### src/wfps_pkg.sv
// ----------------------------------------------------------------------------
// Weighted farthest point sampling package
// Shared types and widths for the candidate cells and the sampling core.
// ----------------------------------------------------------------------------
`timescale 1ns / 1ps
`default_nettype none

package wfps_pkg;

  localparam int CoordW = 16;
  localparam int VidW   = 16;
  localparam int WtW    = 16;
  localparam int DistW  = 34;
  localparam int ScoreW = DistW + WtW;

  typedef struct packed {
    logic [CoordW-1:0] x;
    logic [CoordW-1:0] y;
    logic [CoordW-1:0] z;
  } pos_t;

  // Chosen point broadcast down the chain, one cell per cycle.
  typedef struct packed {
    logic            valid;
    logic            first;
    logic [VidW-1:0] vid;
    pos_t            pos;
  } tok_t;

  // Running best candidate, trailing the chosen point by two cells.
  typedef struct packed {
    logic              valid;
    logic              found;
    logic [ScoreW-1:0] score;
    logic [VidW-1:0]   vid;
    pos_t              pos;
  } best_t;

  typedef struct packed {
    logic            en;
    logic [VidW-1:0] vid;
    logic [WtW-1:0]  weight;
    pos_t            pos;
  } load_t;

  typedef enum logic [1:0] {
    S_IDLE,
    S_PASS,
    S_EMIT
  } state_e;

endpackage

`default_nettype wire

### src/wfps_cell.sv
// ----------------------------------------------------------------------------
// Candidate cell
// Holds one candidate, updates its nearest distance as a chosen point passes
// and folds its registered score into the running best that trails the chosen point.
// ----------------------------------------------------------------------------
`timescale 1ns / 1ps
`default_nettype none

module wfps_cell (
  input  logic            clk_i,
  input  logic            rst_ni,
  input  wfps_pkg::load_t load_i,
  input  logic            clear_i,
  input  wfps_pkg::tok_t  tok_i,
  output wfps_pkg::tok_t  tok_o,
  input  wfps_pkg::best_t best_i,
  output wfps_pkg::best_t best_o
);
  import wfps_pkg::*;

  logic              loaded_q;
  logic              excl_q;
  logic [VidW-1:0]   vid_q;
  logic [WtW-1:0]    wt_q;
  pos_t              pos_q;
  logic [DistW-1:0]  near_q;
  logic [ScoreW-1:0] score_q;
  tok_t              tok_q;
  best_t             best_q;

  logic signed [CoordW:0]     dx, dy, dz;
  logic [2*CoordW-1:0]        sx, sy, sz;
  logic [DistW-1:0]           dsq;
  logic                       hit;
  logic                       take_best;
  best_t                      best_d;

  always_comb begin
    dx   = $signed({pos_q.x[CoordW-1], pos_q.x}) - $signed({tok_i.pos.x[CoordW-1], tok_i.pos.x});
    dy   = $signed({pos_q.y[CoordW-1], pos_q.y}) - $signed({tok_i.pos.y[CoordW-1], tok_i.pos.y});
    dz   = $signed({pos_q.z[CoordW-1], pos_q.z}) - $signed({tok_i.pos.z[CoordW-1], tok_i.pos.z});
    sx   = dx * dx;
    sy   = dy * dy;
    sz   = dz * dz;
    dsq  = DistW'(sx) + DistW'(sy) + DistW'(sz);
    hit  = tok_i.valid && loaded_q;
  end

  always_comb begin
    take_best = best_i.valid && loaded_q && !excl_q &&
                (!best_i.found || (score_q > best_i.score));
    best_d    = best_i;
    if (take_best) begin
      best_d.found = 1'b1;
      best_d.score = score_q;
      best_d.vid   = vid_q;
      best_d.pos   = pos_q;
    end
  end

  always_ff @(posedge clk_i or negedge rst_ni) begin
    if (!rst_ni) begin
      loaded_q <= 1'b0;
      excl_q   <= 1'b0;
      tok_q    <= '0;
      best_q   <= '0;
    end else begin
      tok_q  <= tok_i;
      best_q <= best_d;
      if (load_i.en) begin
        loaded_q <= 1'b1;
        excl_q   <= 1'b0;
      end else if (clear_i) begin
        loaded_q <= 1'b0;
      end else if (hit && (tok_i.vid == vid_q)) begin
        excl_q <= 1'b1;
      end
    end
  end

  always_ff @(posedge clk_i) begin
    if (load_i.en) begin
      vid_q <= load_i.vid;
      wt_q  <= load_i.weight;
      pos_q <= load_i.pos;
    end
    if (hit && (tok_i.first || (dsq < near_q))) begin
      near_q <= dsq;
    end
    score_q <= near_q * wt_q;
  end

  assign tok_o  = tok_q;
  assign best_o = best_q;

endmodule

`default_nettype wire

### config.mk
export PLATFORM = sky130hd
export DESIGN_NAME = wfps_cell
export DESIGN_NICKNAME = d
export VERILOG_FILES = /design/src/wfps_pkg.sv /design/src/wfps_cell.sv
export SDC_FILE = /design/constraint.sdc
export NUM_CORES = 2
export LEC_CHECK = 0
export ABC_AREA = 1
export BUFFER_PORTS_ARGS = -buffer_cell sky130_fd_sc_hd__buf_2
export CORE_ASPECT_RATIO = 0.7
export CORE_MARGIN = 5
export CORE_UTILIZATION = 35
export DETAILED_ROUTE_END_ITERATION = 8
export GPL_ROUTABILITY_DRIVEN = 0
export PLACE_DENSITY = 0.51
export SLEW_MARGIN = 20
export SYNTH_ARGS = -nofsm -noshare
export SYNTH_HDL_FRONTEND = slang
export SYNTH_SLANG_ARGS = --single-unit
### constraint.sdc
create_clock -name clk_i -period 13.1 [get_ports clk_i]
set_input_delay 2.62 -clock clk_i [delete_from_list [all_inputs] [get_ports clk_i]]
set_output_delay 2.62 -clock clk_i [all_outputs]
set_load 0.02 [all_outputs]
==> metrics.md <==
| Metric | Value |
|---|---|
| Status | `complete, no violations` |
| Largest stage delay on the critical path | `0.55 ns` |
| Rel. slew slack | `0.372` |
| Mean Syn Cell Area | `8.40 µm²` |
| Setup violators final | `0` |
| Top cells by count, synth | `inv_1, nand2_1, fa_1` |
| Sequential area share after synthesis | `0.140` |
| Initial DRC count | `3620` |
| Data required, critical path | `13.46 ns` |
| FILL cells | `18600` |
| M3 GR Usage | `0.0301` |
| Syn Nets | `9691` |
| Final setup skew | `0.0592 ns` |
| CTS sink count | `348` |
| H-tree depth | `2` |
| Clk buf depth | `3` |
| Crit share post-route | `0.968` |
| # DRC | `0` |
| Setup crit end kind | `flip-flop` |
| First-pass GRT wire length | `317000 µm` |
| Synthesized area | `64300 µm²` |
| Clk_lat worst skew | `0.68 ns` |
| GRT Max-Usage Layer | `met1` |
| TritonRoute pass-1 iters | `6` |
| GR Layer Usage met1 | `0.321` |
| IO Count | `448` |
| Routed WL per cell | `18.5 µm` |
| # nets final | `10400` |
| Row count | `131` |
| Global route overflow | `0` |
| Netlist cell types | `60` |
| Vert. Die Dim | `369 µm` |
| Max Cap Viol | `0` |
| Full die area | `192000 µm²` |
| Synth area leader | `fa_1` |
| Post-synth EDFFs | `114` |
| Yosys Warn Count | `0` |
| Syn-to-layout area delta | `14.2%` |
| Min-delay src | `score_q[1]` |
| Tmin final | `12.68 ns` |
| FF+latch count, synth | `348` |
| Startpoint Class | `input pin` |
| Slowest CP cell | `fa_1` |
| Antenna violations before repair | `6` |
| CTS clock-pin slew for the worst setup and hold paths | `0.07 ns` |
| Die W | `522 µm` |
| Max-slew violation count | `0` |
| FFs w/ async S/R, synth | `0.529` |
| Vias | `51300` |
| Top_reg_cell synth | `dfrtp_1` |
| Post-detail-place hpwl | `171000 µm` |
| Worst-path maximum fanout | `8` |
| Core area | `182000 µm²` |
| Crit path launch | `tok_i[20]` |
| Root Buffer | `clkbuf_16` |
| Hold-fix buffers, CTS | `0` |
| Util after Layout | `0.403` |
| Port Buf Inserts | `447` |
| Final Hold Viols | `0` |
| R2R Setup Slk | `2.00 ns` |
| Post-route ant nets | `0` |
| CTS tree | `done` |
| Vias/cell | `4.73` |
| Critical Path End | `near_q[33]` |
| Grt met2 use | `0.321` |
| Layout cells sized above 1 | `0.122` |
| Count leader, synth | `inv_1` |
| Cells after Synth | `7657` |
| Area contributors post-synth | `fa_1, inv_1, ha_1` |
| Slew @ Worst Pin | `0.943 ns` |
| Tot GR Track Use | `0.211` |
| Routed WL | `200000 µm` |
| Worst hold path class | `reg -> reg` |
| Initial Util | `0.352` |
| Reg2reg start | `pos_q[20]` |
| Post-synth top area share | `0.390` |
| CP Class | `in -> reg` |
| Max frequency | `78.9 MHz` |
| Pin count of the biggest net entering global routing | `99` |
| Cts bufs inserted | `43` |
| Reg-to-reg endpoint | `near_q[33]` |
| Reg2reg path depth | `49` |
| Crit path DAT | `13.03 ns` |
| Vias in the first global route | `54300` |
==> layout by cell type, fill, tap and decap left out, types with 43 or more instances in the layout <==
cell type  instances
inv_1           2017
nand2_1         1614
fa_1            1252
ha_1             515
nor2_1           505
buf_2            445
buf_4            403
nand3_1          264
a21oi_1          257
dfrtp_1          184
o21ai_0          128
xor2_1           120
edfxtp_1         114
xnor2_1           73
dfxtp_1           50
clkbuf_16         43
==> layer usage <==
metal | wire, µm | vias to the layer above
met5 | 27 | -
met1 | 97500 | 25700
met2 | 86300 | 1519
met4 | 3920 | 4
li1 | - | 23800
met3 | 12700 | 172
==> final cells by class <==
type	count	area, µm²	share of cell area
multi-input combinational	5046	46800	0.637
sequential	348	9030	0.123
inverter	2043	7680	0.105
timing repair buffer	856	5400	0.0736
tap	2460	3080	0.0419
clock buffer	56	1180	0.0161
clock inverter	22	272	0.00370
antenna	1	2.50	0.0000341
==> metrics by stage <==
| stage | instances | TNS (ns) | setup WS, ns | hold WS (ns) | cell area (µm²) |
|---|---|---|---|---|---|
| global route | 10800 | -0.0378 | -0.00602 | 0.508 | 73400 |
| detailed placement | 10700 | -12.67 | -0.380 | 0.469 | 71800 |
| global placement | 10700 | -11.49 | -0.349 | 0.468 | 71800 |
| floorplan | 7657 | 0 | 0.407 | 0.442 | 64300 |
| CTS | 10800 | 0 | 0.301 | 0.464 | 73200 |
| finish | 10800 | 0 | 0.424 | 0.460 | 73400 |
==> critical path: cells and delay by family <==
kind	cells	cell delay [ns]
adders and majority gates	11	4.89
AOI/OAI and AO/OA	9	1.35
xor gates and xnor gates	1	0.24
and+or+nand+nor	21	3.15
buffers and inverters	9	0.77
==> what timing repair did <==
action / in CTS / in global routing
buffers inserted: 0 / 3
gates resized for setup: 0 / 45
setup endpoints to repair: 0 / 34
==> cell families (layout without fill, tap and decap cells) <==
kind of cell	after synthesis	count (layout)	share of synthesized area
and+or+nand+nor	2550	2550	0.160
buffers and inverters	2263	2977	0.135
adders and majority gates	1768	1768	0.490
AOI/OAI and AO/OA	522	522	0.0451
DFF	348	348	0.140
xor gates and xnor gates	206	206	0.0291
other	0	1	0
==> how the worst min path moves through the flow <==
| stage | end | slack, ns | cells after the start |
|---|---|---|---|
| 2_1_floorplan | best_o[64] | 0.44 | 2 |
| 3_5_place_dp | best_o[65] | 0.47 | 2 |
| 4_1_cts | best_o[65] | 0.46 | 2 |
| 3_3_place_gp | best_o[65] | 0.47 | 2 |
| 6_report | best_o[65] | 0.46 | 2 |
| 5_1_grt | best_o[100] | 0.51 | 2 |
==> sequential cells by signal (all words and copies together), names as in the netlist <==
register and cells:
vid_q 16, best_o 116, tok_o 66, excl_q 1, pos_q 48, wt_q 16
loaded_q 1, near_q 34, score_q 50
Power is not shown: default switching activity piles up to over one toggle a cycle in this logic, so the estimate is an artifact.
